### src/design/gbbs_pkg.sv
// Package for the grouped byte bit shifter.
// Shared widths, configuration register codes and the structs passed between blocks.
// No dependencies.
package gbbs_pkg;

  localparam int CNT_W      = 7;
  localparam int IDX_W      = 6;
  localparam int CFG_IDX_W  = 1;
  localparam int CFG_DATA_W = 11;
  localparam int GS_W       = 5;
  localparam int SHIFT_W    = 11;

  localparam logic [CFG_IDX_W-1:0] CFG_GROUP_SIZE = 1'b0;
  localparam logic [CFG_IDX_W-1:0] CFG_SHIFT_BITS = 1'b1;

  typedef struct packed {
    logic             bank;
    logic [CNT_W-1:0] cnt;
    logic             eos;
  } desc_t;

  typedef struct packed {
    logic             right;
    logic [IDX_W-1:0] q;
    logic [2:0]       r;
  } shf_t;

  typedef struct packed {
    logic             en;
    logic             bank;
    logic [IDX_W-1:0] idx;
    logic [7:0]       data;
  } wr_t;

  typedef struct packed {
    logic en;
    logic bank;
  } rel_t;

endpackage

### src/design/gbbs_ifs.sv
// Channel interfaces of the grouped byte bit shifter: byte input, result output and
// configuration write. Depends on gbbs_pkg.
interface gbbs_in_if;
  logic       valid;
  logic       ready;
  logic [7:0] data_byte;
  logic       end_of_section;

  modport source (output valid, output data_byte, output end_of_section, input ready);
  modport sink   (input valid, input data_byte, input end_of_section, output ready);
endinterface

interface gbbs_out_if;
  logic       valid;
  logic       ready;
  logic [7:0] out_byte;
  logic       group_last;
  logic       section_last;

  modport source (output valid, output out_byte, output group_last, output section_last,
                  input ready);
  modport sink   (input valid, input out_byte, input group_last, input section_last,
                  output ready);
endinterface

interface gbbs_cfg_if;
  import gbbs_pkg::*;
  logic                  valid;
  logic                  ready;
  logic [CFG_IDX_W-1:0]  reg_index;
  logic [CFG_DATA_W-1:0] wdata;

  modport source (output valid, output reg_index, output wdata, input ready);
  modport sink   (input valid, input reg_index, input wdata, output ready);
endinterface

### src/design/grouped_byte_bit_shifter.sv
// Grouped byte bit shifter, top level.
// Connects the front end, the descriptor queue and the back end. Depends on gbbs_pkg,
// gbbs_ifs, gbbs_front, gbbs_fifo and gbbs_back.
//
// Bytes go in at up to one per cycle and shifted bytes come out one per cycle while
// the output is ready. A group is gathered in one of two banks while the previous
// group is read out of the other; apart from the remainder recompute below, input only
// stalls when both banks still hold unsent groups. A bank is freed only as its last
// byte is read, so short groups can leave the input idle while a bank waits to be freed.
// The first shifted byte of a group passes through the descriptor queue, the registered
// bank read and the output register, and the back end reads two bank entries per output
// byte from a two-read memory. After each configuration write the shift remainder is
// recomputed bit-serially, and input is held off while that runs.
module grouped_byte_bit_shifter #(
  parameter int GROUP_MAX = 16
) (
  input  logic       clk_i,
  input  logic       rst_ni,
  gbbs_in_if.sink    in_i,
  gbbs_out_if.source out_o,
  gbbs_cfg_if.sink   cfg_i
);
  import gbbs_pkg::*;

  logic  fifo_full;
  logic  fifo_empty;
  logic  push;
  logic  pop;
  desc_t push_desc;
  desc_t head;
  wr_t   wr;
  rel_t  rel;
  shf_t  shf;

  gbbs_front #(
    .GROUP_MAX(GROUP_MAX)
  ) u_front (
    .clk_i       (clk_i),
    .rst_ni      (rst_ni),
    .in_i        (in_i),
    .cfg_i       (cfg_i),
    .fifo_full_i (fifo_full),
    .push_o      (push),
    .push_desc_o (push_desc),
    .wr_o        (wr),
    .rel_i       (rel),
    .shf_o       (shf)
  );

  gbbs_fifo u_fifo (
    .clk_i       (clk_i),
    .rst_ni      (rst_ni),
    .push_i      (push),
    .push_desc_i (push_desc),
    .pop_i       (pop),
    .head_o      (head),
    .empty_o     (fifo_empty),
    .full_o      (fifo_full)
  );

  gbbs_back #(
    .GROUP_MAX(GROUP_MAX)
  ) u_back (
    .clk_i   (clk_i),
    .rst_ni  (rst_ni),
    .wr_i    (wr),
    .shf_i   (shf),
    .head_i  (head),
    .empty_i (fifo_empty),
    .pop_o   (pop),
    .rel_o   (rel),
    .out_o   (out_o)
  );

endmodule

### src/design/gbbs_front.sv
// Front end: configuration registers, shift modulo unit, byte collection into the
// ping-pong banks and group closing. Depends on gbbs_pkg and gbbs_ifs.
module gbbs_front #(
  parameter int GROUP_MAX = 16
) (
  input  logic            clk_i,
  input  logic            rst_ni,
  gbbs_in_if.sink         in_i,
  gbbs_cfg_if.sink        cfg_i,
  input  logic            fifo_full_i,
  output logic            push_o,
  output gbbs_pkg::desc_t push_desc_o,
  output gbbs_pkg::wr_t   wr_o,
  input  gbbs_pkg::rel_t  rel_i,
  output gbbs_pkg::shf_t  shf_o
);
  import gbbs_pkg::*;

  logic [GS_W-1:0]    gs_q;
  logic [SHIFT_W-1:0] shift_q;
  logic [CNT_W-1:0]   gs_eff;
  logic [SHIFT_W:0]   sext;
  logic [SHIFT_W:0]   mag;
  logic               mod_busy_q;
  logic [3:0]         mod_cnt_q;
  logic [7:0]         mod_val_q;
  logic [GS_W:0]      mod_rem_q;
  logic [GS_W:0]      rem_t;
  logic [IDX_W-1:0]   q_q;
  logic [CNT_W-1:0]   fill_q;
  logic               wbank_q;
  logic [1:0]         busy_q;
  logic               accept;
  logic               close;
  logic               cfg_wr;

  always_comb begin
    if (gs_q == '0) begin
      gs_eff = CNT_W'(1);
    end else if ({{(CNT_W-GS_W){1'b0}}, gs_q} > CNT_W'(GROUP_MAX)) begin
      gs_eff = CNT_W'(GROUP_MAX);
    end else begin
      gs_eff = {{(CNT_W-GS_W){1'b0}}, gs_q};
    end
  end

  assign sext  = {shift_q[SHIFT_W-1], shift_q};
  assign mag   = shift_q[SHIFT_W-1] ? ((SHIFT_W+1)'(0) - sext) : sext;
  assign rem_t = {mod_rem_q[GS_W-1:0], mod_val_q[7]};

  assign cfg_i.ready = 1'b1;
  assign cfg_wr      = cfg_i.valid && cfg_i.ready;

  always_ff @(posedge clk_i or negedge rst_ni) begin
    if (!rst_ni) begin
      gs_q    <= GS_W'(1);
      shift_q <= '0;
    end else if (cfg_wr) begin
      case (cfg_i.reg_index)
        CFG_GROUP_SIZE: gs_q    <= cfg_i.wdata[GS_W-1:0];
        CFG_SHIFT_BITS: shift_q <= cfg_i.wdata[SHIFT_W-1:0];
        default: ;
      endcase
    end
  end

  // remainder of (magnitude / 8) by the group size, one bit a cycle
  always_ff @(posedge clk_i or negedge rst_ni) begin
    if (!rst_ni) begin
      mod_busy_q <= 1'b0;
      mod_cnt_q  <= '0;
      mod_val_q  <= '0;
      mod_rem_q  <= '0;
      q_q        <= '0;
    end else if (cfg_wr) begin
      mod_busy_q <= 1'b1;
      mod_cnt_q  <= '0;
    end else if (mod_busy_q) begin
      if (mod_cnt_q == 4'd0) begin
        mod_val_q <= mag[10:3];
        mod_rem_q <= '0;
        mod_cnt_q <= 4'd1;
      end else begin
        mod_val_q <= {mod_val_q[6:0], 1'b0};
        if ({1'b0, rem_t} >= gs_eff) begin
          mod_rem_q <= (GS_W+1)'({1'b0, rem_t} - gs_eff);
        end else begin
          mod_rem_q <= rem_t;
        end
        if (mod_cnt_q == 4'd8) begin
          mod_busy_q <= 1'b0;
          if ({1'b0, rem_t} >= gs_eff) begin
            q_q <= IDX_W'({1'b0, rem_t} - gs_eff);
          end else begin
            q_q <= IDX_W'(rem_t);
          end
        end else begin
          mod_cnt_q <= mod_cnt_q + 4'd1;
        end
      end
    end
  end

  assign shf_o.right = !shift_q[SHIFT_W-1] && (shift_q != '0);
  assign shf_o.q     = q_q;
  assign shf_o.r     = mag[2:0];

  assign in_i.ready = !mod_busy_q && !busy_q[wbank_q] && !fifo_full_i;
  assign accept     = in_i.valid && in_i.ready;
  assign close      = ((fill_q + CNT_W'(1)) >= gs_eff) || in_i.end_of_section;

  assign wr_o.en   = accept;
  assign wr_o.bank = wbank_q;
  assign wr_o.idx  = IDX_W'(fill_q);
  assign wr_o.data = in_i.data_byte;

  assign push_o           = accept && close;
  assign push_desc_o.bank = wbank_q;
  assign push_desc_o.cnt  = fill_q + CNT_W'(1);
  assign push_desc_o.eos  = in_i.end_of_section;

  always_ff @(posedge clk_i or negedge rst_ni) begin
    if (!rst_ni) begin
      fill_q  <= '0;
      wbank_q <= 1'b0;
      busy_q  <= '0;
    end else begin
      if (rel_i.en) begin
        busy_q[rel_i.bank] <= 1'b0;
      end
      if (accept) begin
        if (close) begin
          fill_q          <= '0;
          wbank_q         <= !wbank_q;
          busy_q[wbank_q] <= 1'b1;
        end else begin
          fill_q <= fill_q + CNT_W'(1);
        end
      end
    end
  end

endmodule

### src/design/gbbs_fifo.sv
// Two-entry request queue of closed group descriptors between front and back.
// Depends on gbbs_pkg.
module gbbs_fifo (
  input  logic            clk_i,
  input  logic            rst_ni,
  input  logic            push_i,
  input  gbbs_pkg::desc_t push_desc_i,
  input  logic            pop_i,
  output gbbs_pkg::desc_t head_o,
  output logic            empty_o,
  output logic            full_o
);
  import gbbs_pkg::*;

  desc_t      ent_q [2];
  logic       wptr_q;
  logic       rptr_q;
  logic [1:0] cnt_q;

  assign head_o  = ent_q[rptr_q];
  assign empty_o = (cnt_q == 2'd0);
  assign full_o  = (cnt_q == 2'd2);

  always_ff @(posedge clk_i) begin
    if (push_i) begin
      ent_q[wptr_q] <= push_desc_i;
    end
  end

  always_ff @(posedge clk_i or negedge rst_ni) begin
    if (!rst_ni) begin
      wptr_q <= 1'b0;
      rptr_q <= 1'b0;
      cnt_q  <= '0;
    end else begin
      if (push_i) begin
        wptr_q <= !wptr_q;
      end
      if (pop_i) begin
        rptr_q <= !rptr_q;
      end
      case ({push_i, pop_i})
        2'b10:   cnt_q <= cnt_q + 2'd1;
        2'b01:   cnt_q <= cnt_q - 2'd1;
        default: cnt_q <= cnt_q;
      endcase
    end
  end

endmodule

### src/design/gbbs_back.sv
// Back end: ping-pong group memory, byte index generation, registered reads and
// the output register. Depends on gbbs_pkg and gbbs_ifs.
module gbbs_back #(
  parameter int GROUP_MAX = 16
) (
  input  logic            clk_i,
  input  logic            rst_ni,
  input  gbbs_pkg::wr_t   wr_i,
  input  gbbs_pkg::shf_t  shf_i,
  input  gbbs_pkg::desc_t head_i,
  input  logic            empty_i,
  output logic            pop_o,
  output gbbs_pkg::rel_t  rel_o,
  gbbs_out_if.source      out_o
);
  import gbbs_pkg::*;

  localparam int AW = (GROUP_MAX > 1) ? $clog2(GROUP_MAX) : 1;

  logic [7:0]       mem_q [2][GROUP_MAX];
  logic             act_q;
  logic             bank_q;
  logic [CNT_W-1:0] cnt_q;
  logic             eos_q;
  logic [CNT_W-1:0] i_q;
  logic [CNT_W:0]   iw;
  logic [CNT_W:0]   qw;
  logic [CNT_W:0]   cw;
  logic [CNT_W:0]   a_idx;
  logic [CNT_W:0]   b_idx;
  logic             a_ok;
  logic             b_ok;
  logic             last;
  logic             issue;
  logic             take;
  logic             s1_v_q;
  logic [7:0]       a_q;
  logic [7:0]       b_q;
  logic             aok_q;
  logic             bok_q;
  logic             gl_q;
  logic             sl_q;
  logic             s1_mv;
  logic             out_ld;
  logic             ov_q;
  logic [7:0]       ob_q;
  logic             ogl_q;
  logic             osl_q;
  logic [7:0]       a_m;
  logic [7:0]       b_m;
  logic [15:0]      pr;
  logic [15:0]      pl;
  logic [7:0]       byte_d;

  always_ff @(posedge clk_i) begin
    if (wr_i.en) begin
      mem_q[wr_i.bank][wr_i.idx[AW-1:0]] <= wr_i.data;
    end
  end

  assign iw = {1'b0, i_q};
  assign qw = {{(CNT_W+1-IDX_W){1'b0}}, shf_i.q};
  assign cw = {1'b0, cnt_q};

  always_comb begin
    if (shf_i.right) begin
      a_idx = iw - qw;
      b_idx = iw - qw - (CNT_W+1)'(1);
      a_ok  = iw >= qw;
      b_ok  = iw >= (qw + (CNT_W+1)'(1));
    end else begin
      a_idx = iw + qw;
      b_idx = iw + qw + (CNT_W+1)'(1);
      a_ok  = a_idx < cw;
      b_ok  = b_idx < cw;
    end
  end

  assign last   = (i_q + CNT_W'(1)) == cnt_q;
  assign out_ld = !ov_q || out_o.ready;
  assign s1_mv  = s1_v_q && out_ld;
  assign issue  = act_q && (!s1_v_q || s1_mv);
  assign take   = !empty_i && (!act_q || (issue && last));
  assign pop_o  = take;

  assign rel_o.en   = issue && last;
  assign rel_o.bank = bank_q;

  always_ff @(posedge clk_i or negedge rst_ni) begin
    if (!rst_ni) begin
      act_q  <= 1'b0;
      bank_q <= 1'b0;
      cnt_q  <= '0;
      eos_q  <= 1'b0;
      i_q    <= '0;
    end else if (take) begin
      act_q  <= 1'b1;
      bank_q <= head_i.bank;
      cnt_q  <= head_i.cnt;
      eos_q  <= head_i.eos;
      i_q    <= '0;
    end else if (issue) begin
      if (last) begin
        act_q <= 1'b0;
      end
      i_q <= i_q + CNT_W'(1);
    end
  end

  always_ff @(posedge clk_i) begin
    if (issue) begin
      a_q   <= mem_q[bank_q][a_idx[AW-1:0]];
      b_q   <= mem_q[bank_q][b_idx[AW-1:0]];
      aok_q <= a_ok;
      bok_q <= b_ok;
      gl_q  <= last;
      sl_q  <= last && eos_q;
    end
  end

  always_ff @(posedge clk_i or negedge rst_ni) begin
    if (!rst_ni) begin
      s1_v_q <= 1'b0;
    end else if (issue) begin
      s1_v_q <= 1'b1;
    end else if (s1_mv) begin
      s1_v_q <= 1'b0;
    end
  end

  assign a_m    = aok_q ? a_q : 8'h00;
  assign b_m    = bok_q ? b_q : 8'h00;
  assign pr     = {b_m, a_m} >> shf_i.r;
  assign pl     = {a_m, b_m} << shf_i.r;
  assign byte_d = shf_i.right ? pr[7:0] : pl[15:8];

  always_ff @(posedge clk_i or negedge rst_ni) begin
    if (!rst_ni) begin
      ov_q <= 1'b0;
    end else if (out_ld) begin
      ov_q <= s1_v_q;
    end
  end

  always_ff @(posedge clk_i) begin
    if (s1_mv) begin
      ob_q  <= byte_d;
      ogl_q <= gl_q;
      osl_q <= sl_q;
    end
  end

  assign out_o.valid        = ov_q;
  assign out_o.out_byte     = ob_q;
  assign out_o.group_last   = ogl_q;
  assign out_o.section_last = osl_q;

endmodule
### src/flat_wrapper.sv
// flat-port wrapper written by rule: the top's interface ports become plain ports
module grouped_byte_bit_shifter_flat import gbbs_pkg::*;
#(
  parameter int GROUP_MAX = 16
)
  (clk_i, rst_ni, in_i_valid, in_i_data_byte, in_i_end_of_section, in_i_ready, out_o_valid, out_o_out_byte, out_o_group_last, out_o_section_last, out_o_ready, cfg_i_valid, cfg_i_reg_index, cfg_i_wdata, cfg_i_ready);
  gbbs_in_if in_i_i ();
  gbbs_out_if out_o_i ();
  gbbs_cfg_if cfg_i_i ();
  input  logic clk_i;
  input  logic rst_ni;
  input wire logic [$bits(in_i_i.valid)-1:0] in_i_valid;
  input wire logic [$bits(in_i_i.data_byte)-1:0] in_i_data_byte;
  input wire logic [$bits(in_i_i.end_of_section)-1:0] in_i_end_of_section;
  output wire logic [$bits(in_i_i.ready)-1:0] in_i_ready;
  output wire logic [$bits(out_o_i.valid)-1:0] out_o_valid;
  output wire logic [$bits(out_o_i.out_byte)-1:0] out_o_out_byte;
  output wire logic [$bits(out_o_i.group_last)-1:0] out_o_group_last;
  output wire logic [$bits(out_o_i.section_last)-1:0] out_o_section_last;
  input wire logic [$bits(out_o_i.ready)-1:0] out_o_ready;
  input wire logic [$bits(cfg_i_i.valid)-1:0] cfg_i_valid;
  input wire logic [$bits(cfg_i_i.reg_index)-1:0] cfg_i_reg_index;
  input wire logic [$bits(cfg_i_i.wdata)-1:0] cfg_i_wdata;
  output wire logic [$bits(cfg_i_i.ready)-1:0] cfg_i_ready;
  assign in_i_i.valid = in_i_valid;
  assign in_i_i.data_byte = in_i_data_byte;
  assign in_i_i.end_of_section = in_i_end_of_section;
  assign in_i_ready = in_i_i.ready;
  assign out_o_valid = out_o_i.valid;
  assign out_o_out_byte = out_o_i.out_byte;
  assign out_o_group_last = out_o_i.group_last;
  assign out_o_section_last = out_o_i.section_last;
  assign out_o_i.ready = out_o_ready;
  assign cfg_i_i.valid = cfg_i_valid;
  assign cfg_i_i.reg_index = cfg_i_reg_index;
  assign cfg_i_i.wdata = cfg_i_wdata;
  assign cfg_i_ready = cfg_i_i.ready;
  grouped_byte_bit_shifter #(.GROUP_MAX(GROUP_MAX)) u_core (.clk_i(clk_i), .rst_ni(rst_ni), .in_i(in_i_i), .out_o(out_o_i), .cfg_i(cfg_i_i));
endmodule
### config.mk
export PLATFORM = sky130hd
export DESIGN_NAME = grouped_byte_bit_shifter_flat
export DESIGN_NICKNAME = d
export VERILOG_FILES = /design/src/design/gbbs_pkg.sv /design/src/design/gbbs_ifs.sv /design/src/design/grouped_byte_bit_shifter.sv /design/src/design/gbbs_front.sv /design/src/design/gbbs_fifo.sv /design/src/design/gbbs_back.sv /design/src/flat_wrapper.sv
export SDC_FILE = /design/constraint.sdc
export NUM_CORES = 1
export LEC_CHECK = 0
export BUFFER_PORTS_ARGS = -buffer_cell sky130_fd_sc_hd__buf_2
export CORE_MARGIN = 3
export CORE_UTILIZATION = 65
export DETAILED_ROUTE_END_ITERATION = 10
export PLACE_DENSITY = 0.81
export SYNTH_ARGS = -nofsm -noshare
export SYNTH_HDL_FRONTEND = slang
export SYNTH_SLANG_ARGS = --single-unit
### constraint.sdc
create_clock -name clk_i -period 5.2 [get_ports clk_i]
set_input_delay 0.52 -clock clk_i [delete_from_list [all_inputs] [get_ports clk_i]]
set_output_delay 0.52 -clock clk_i [all_outputs]
set_load 0.05 [all_outputs]
==> summary.md <==
| Metric | Value |
|---|---|
| Synth Flop Type | edfxtp_1 |
| Worst R2R End | u_core.u_back.a_q[2] |
| CTS tree | done |
| Num Clock Sinks | 377 |
| Vias per cell | 6.76 |
| Synth unique cells | 66 |
| Max_slew headroom | 11.4% |
| Core area | 29,100 um^2 |
| Async set-reset flop share out of synthesis | 19.4% |
| Flops & latches, synth | 377 |
| IO Port Bufs | 37 |
| Critical-path maximum fanout | 23 |
| Measured slew at the worst slew-check pin | 1.30 ns |
| Initial antenna violation count | 0 |
| CP startpoint kind | flop |
| Yosys warns | 0 |
| Die area | 32,000 um^2 |
| Largest net degree at the start of global routing | 75 |
| Slowest cell on the critical path | mux2i_4 |
| Die H | 179 um |
| Max Transition Viols Final | 0 |
| Area leader, netlist | edfxtp_1 |
| Syn-to-layout area delta | 9.43% |
| Die width | 179 um |
| # resized after CTS | 0 |
| Vias in the first global route | 11,689 |
| Clock Skews | 0.0208 ns |
| Post-synthesis sequential area ratio | 56.4% |
| CTS Buf Count | 39 |
| Setup TNS Final | 0 ns |
| CP required | 5.44 ns |
| CTS H-tree lvls | 2 |
| Pint | 7.92 mW |
| Critical path buffer and inverter count | 2 |
| Maximum clock rate | 240 MHz |
| Clock-pin transition on the worst setup and hold timing paths | 0.06 ns |
| Starting Density | 66.8% |
| Sequential share of power | 31.8% |
| Slowest stage delay, CP | 1.08 ns |
| Global-route usage over all layers | 28.3% |
| Top delay family on crit path | multiplexers |
| Final HPWL DP | 29.6 mm |
| Finished Core Util | 73.1% |
| DR pass1 iterations | 5 |
| CTS root buf | clkbuf_16 |
| CTS Hold Buffers Added | 0 |
| CP most frequent cell | buf_4 |
| Synth Net Count | 1,397 |
| R2r setup slk | 1.03 ns |
| Launch point of the worst reg-to-reg path | u_core.u_front.shift_q[5] |
| Placer Congestion | 0.865 |
| Post-Syn Instances | 1,315 |
| Switching portion of total power | 37.0% |
| Antenna Cells | 0 |
| Critical Path, Cell by Cell | or4_1, o41ai_4, buf_4, mux2i_4, buf_4, mux2i_1, a221oi_1 |
| Critical path type | flop to flop |
| Nets | 1,421 |
| Crit path DAT | 4.41 ns |
| Mapped Area | 19,400 um^2 |
| Share of layout cells above drive strength 1 | 21.2% |
| Post-synth EDFFs | 304 |
| DR WL/cell | 25.2 um |
| First-pass GRT wire length | 68.3 mm |
| Post-CTS setup repair buffer count | 0 |
| IO Count | 39 |
| Mean area per synthesized cell | 14.8 um^2 |
| Post-route antenna net violation count | 0 |
| Max Cap Viol | 0 |
| Worst reg-to-reg path cell count | 7 |
| Switching pwr | 4.66 mW |
| Worst-skew pair later-pin latency | 0.54 ns |
| Rows | 62 |
| Combinational Power Share | 46.0% |
| Tcrit/Tclk final | 80.2% |
| Fin crit period | 4.17 ns |
| Clock Path Buffers | 3 |
| Drt total wl | 44.1 mm |
| Maximum vdd drop | 0.439 mV |
| Hold crit path type | input pin to asynchronous set/reset pin |
| Outcome | finished, final reports clean |
| Clock power share | 22.2% |
| Grt ovf | 0 |
| Fillcell total | 1,783 |
| DRC violations left | 0 |
| Final setup violation count | 0 |
| Leakage power | 7.71 nW |
| P per Cell Area | 592 nW/um^2 |
| Drt first-iter violations | 1,492 |
| Yosys top cell area share | 47.0% |
| Worst setup EP type | flop |
| Via count | 11,844 |
| Final-report hold violation count | 0 |
| Synth top area cells | edfxtp_1, mux4_2, dfrtp_1 |
| RSZ-0062 raised after global routing | no |
## Yosys cell counts (2+ instances only)
cell       count
a32o_1         2
o21bai_1       2
inv_1         45
o211ai_1       6
nand3b_1       4
nor3_1        12
buf_1          4
or3_1          5
or2_2          4
a2111oi_0      2
o22ai_1        2
nand3_1       17
nand2b_1      11
and2_1        13
ha_1          53
a211oi_1       2
nand2_1       89
xnor2_1       28
nor2b_1       20
o21ai_1        2
buf_2          4
o31ai_1        7
a21o_1        10
dfrtp_1       72
o21ai_0       71
fa_1           3
clkbuf_1      56
mux4_2       133
xor2_1        25
nor2_1        69
a21oi_1       33
a32oi_1        3
a31oi_1        3
and3_1         6
o21a_1         2
buf_6          4
a21boi_0       4
nand4_1        3
mux2_2        30
a221oi_1       9
a22o_1        10
a31o_2         4
edfxtp_1     304
mux2i_1      105
## sequential cells by signal, summed over array words and instances (netlist names), 2 cells and up
register	count
u_core.u_back.mem_q	256
u_core.u_front.mod_rem_q	5
u_core.u_back.b_q	8
u_core.u_front.gs_q	5
u_core.u_front.shift_q	11
u_core.u_back.out_o.out_byte	8
u_core.u_front.mod_val_q	8
u_core.u_front.q_q	6
u_core.u_back.cnt_q	7
u_core.u_front.fill_q	7
u_core.u_back.i_q	7
u_core.u_fifo.cnt_q	2
u_core.u_front.mod_cnt_q	4
u_core.u_fifo.ent_q	18
u_core.u_back.a_q	8
u_core.u_front.busy_q	2
## kinds of logic (layout without fill, tap and decap cells)
kind of cell	after synthesis	in the layout	synth area share, %
DFF	377	377	56.4
muxes	268	268	22.6
and+or+nand+nor	259	259	6.22
AOI/OAI and AO/OA	185	185	6.16
buffers and inverters	116	170	2.50
adders and majority gates	56	56	3.72
xor gates and xnor gates	53	53	2.39
other	1	1	0.0193
## how the worst max path moves through the flow
stage                         startpoint  cells after the start                    endpoint
2_1_floorplan     u_core.u_front.wbank_q                      6  u_core.u_back.mem_q[0][10]
3_3_place_gp   u_core.u_front.shift_q[5]                      7        u_core.u_back.a_q[4]
3_5_place_dp   u_core.u_front.shift_q[5]                      7        u_core.u_back.a_q[4]
4_1_cts        u_core.u_front.shift_q[5]                      7        u_core.u_back.a_q[4]
5_1_grt        u_core.u_front.shift_q[3]                      7        u_core.u_back.a_q[4]
6_report       u_core.u_front.shift_q[5]                      7        u_core.u_back.a_q[2]
## routing by layer
| layer | vias to the layer above | track usage, % | wire [um] |
|---|---|---|---|
| met1 | 5939 | 40.0 | 17400 |
| met2 | 661 | 47.0 | 21800 |
| li1 | 5163 | - | - |
| met4 | 0 | 5.84 | 850 |
| met3 | 81 | 5.25 | 4040 |
| met5 | - | 0 | 0 |
## layout by cell type (no fill, tap or decap), types with 9 or more instances in the layout
cell	synthesis	layout
a21o_1	10	10
a21oi_1	33	32
a221oi_1	9	9
a22o_1	10	10
and2_1	13	13
buf_2	4	36
buf_4	1	15
clkbuf_1	56	11
clkbuf_16	0	40
dfrtp_1	72	71
edfxtp_1	304	304
ha_1	53	52
inv_1	45	45
mux2_2	30	30
mux2i_1	105	103
mux4_2	133	133
nand2_1	89	89
nand2b_1	11	11
nand3_1	17	17
nor2_1	69	69
nor2b_1	20	20
nor3_1	12	12
o21ai_0	71	70
xnor2_1	28	28
xor2_1	25	25
## power groups by stage
stage	clock, mW	sequential, mW	combinational [mW]
floorplan	0	3.94	4.35
global placement	0	4.04	5.52
detailed placement	0	4.05	5.65
CTS	2.83	3.99	5.71
global route	2.96	4.04	6.20
finish	2.80	4.00	5.78
## cell type report
type                    count  area (um^2)  area share (%)
clock inverters            17          195           0.918
clock buffers              54         1080            5.10
multi-input cells         822         8030            37.8
inverters                  46          173           0.812
well taps                 384          480            2.26
repair buffers             53          333            1.57
flip-flops and latches    377        11000            51.6
## through the flow
step | worst slack [ns] | std cells | power [mW] | instance area [um^2] | hold WS, ns
final | 1.03 | 1753 | 12.6 | 21300 | 0.119
after detailed placement | 1.10 | 1682 | 9.70 | 20000 | 0.417
after CTS | 1.09 | 1753 | 12.5 | 21300 | 0.161
after floorplan | 1.63 | 1315 | 8.29 | 19400 | 0.224
after global routing | 0.872 | 1753 | 13.2 | 21300 | 0.195
after global placement | 1.12 | 1682 | 9.56 | 20000 | 0.405
(Power assumes the default switching activity.)
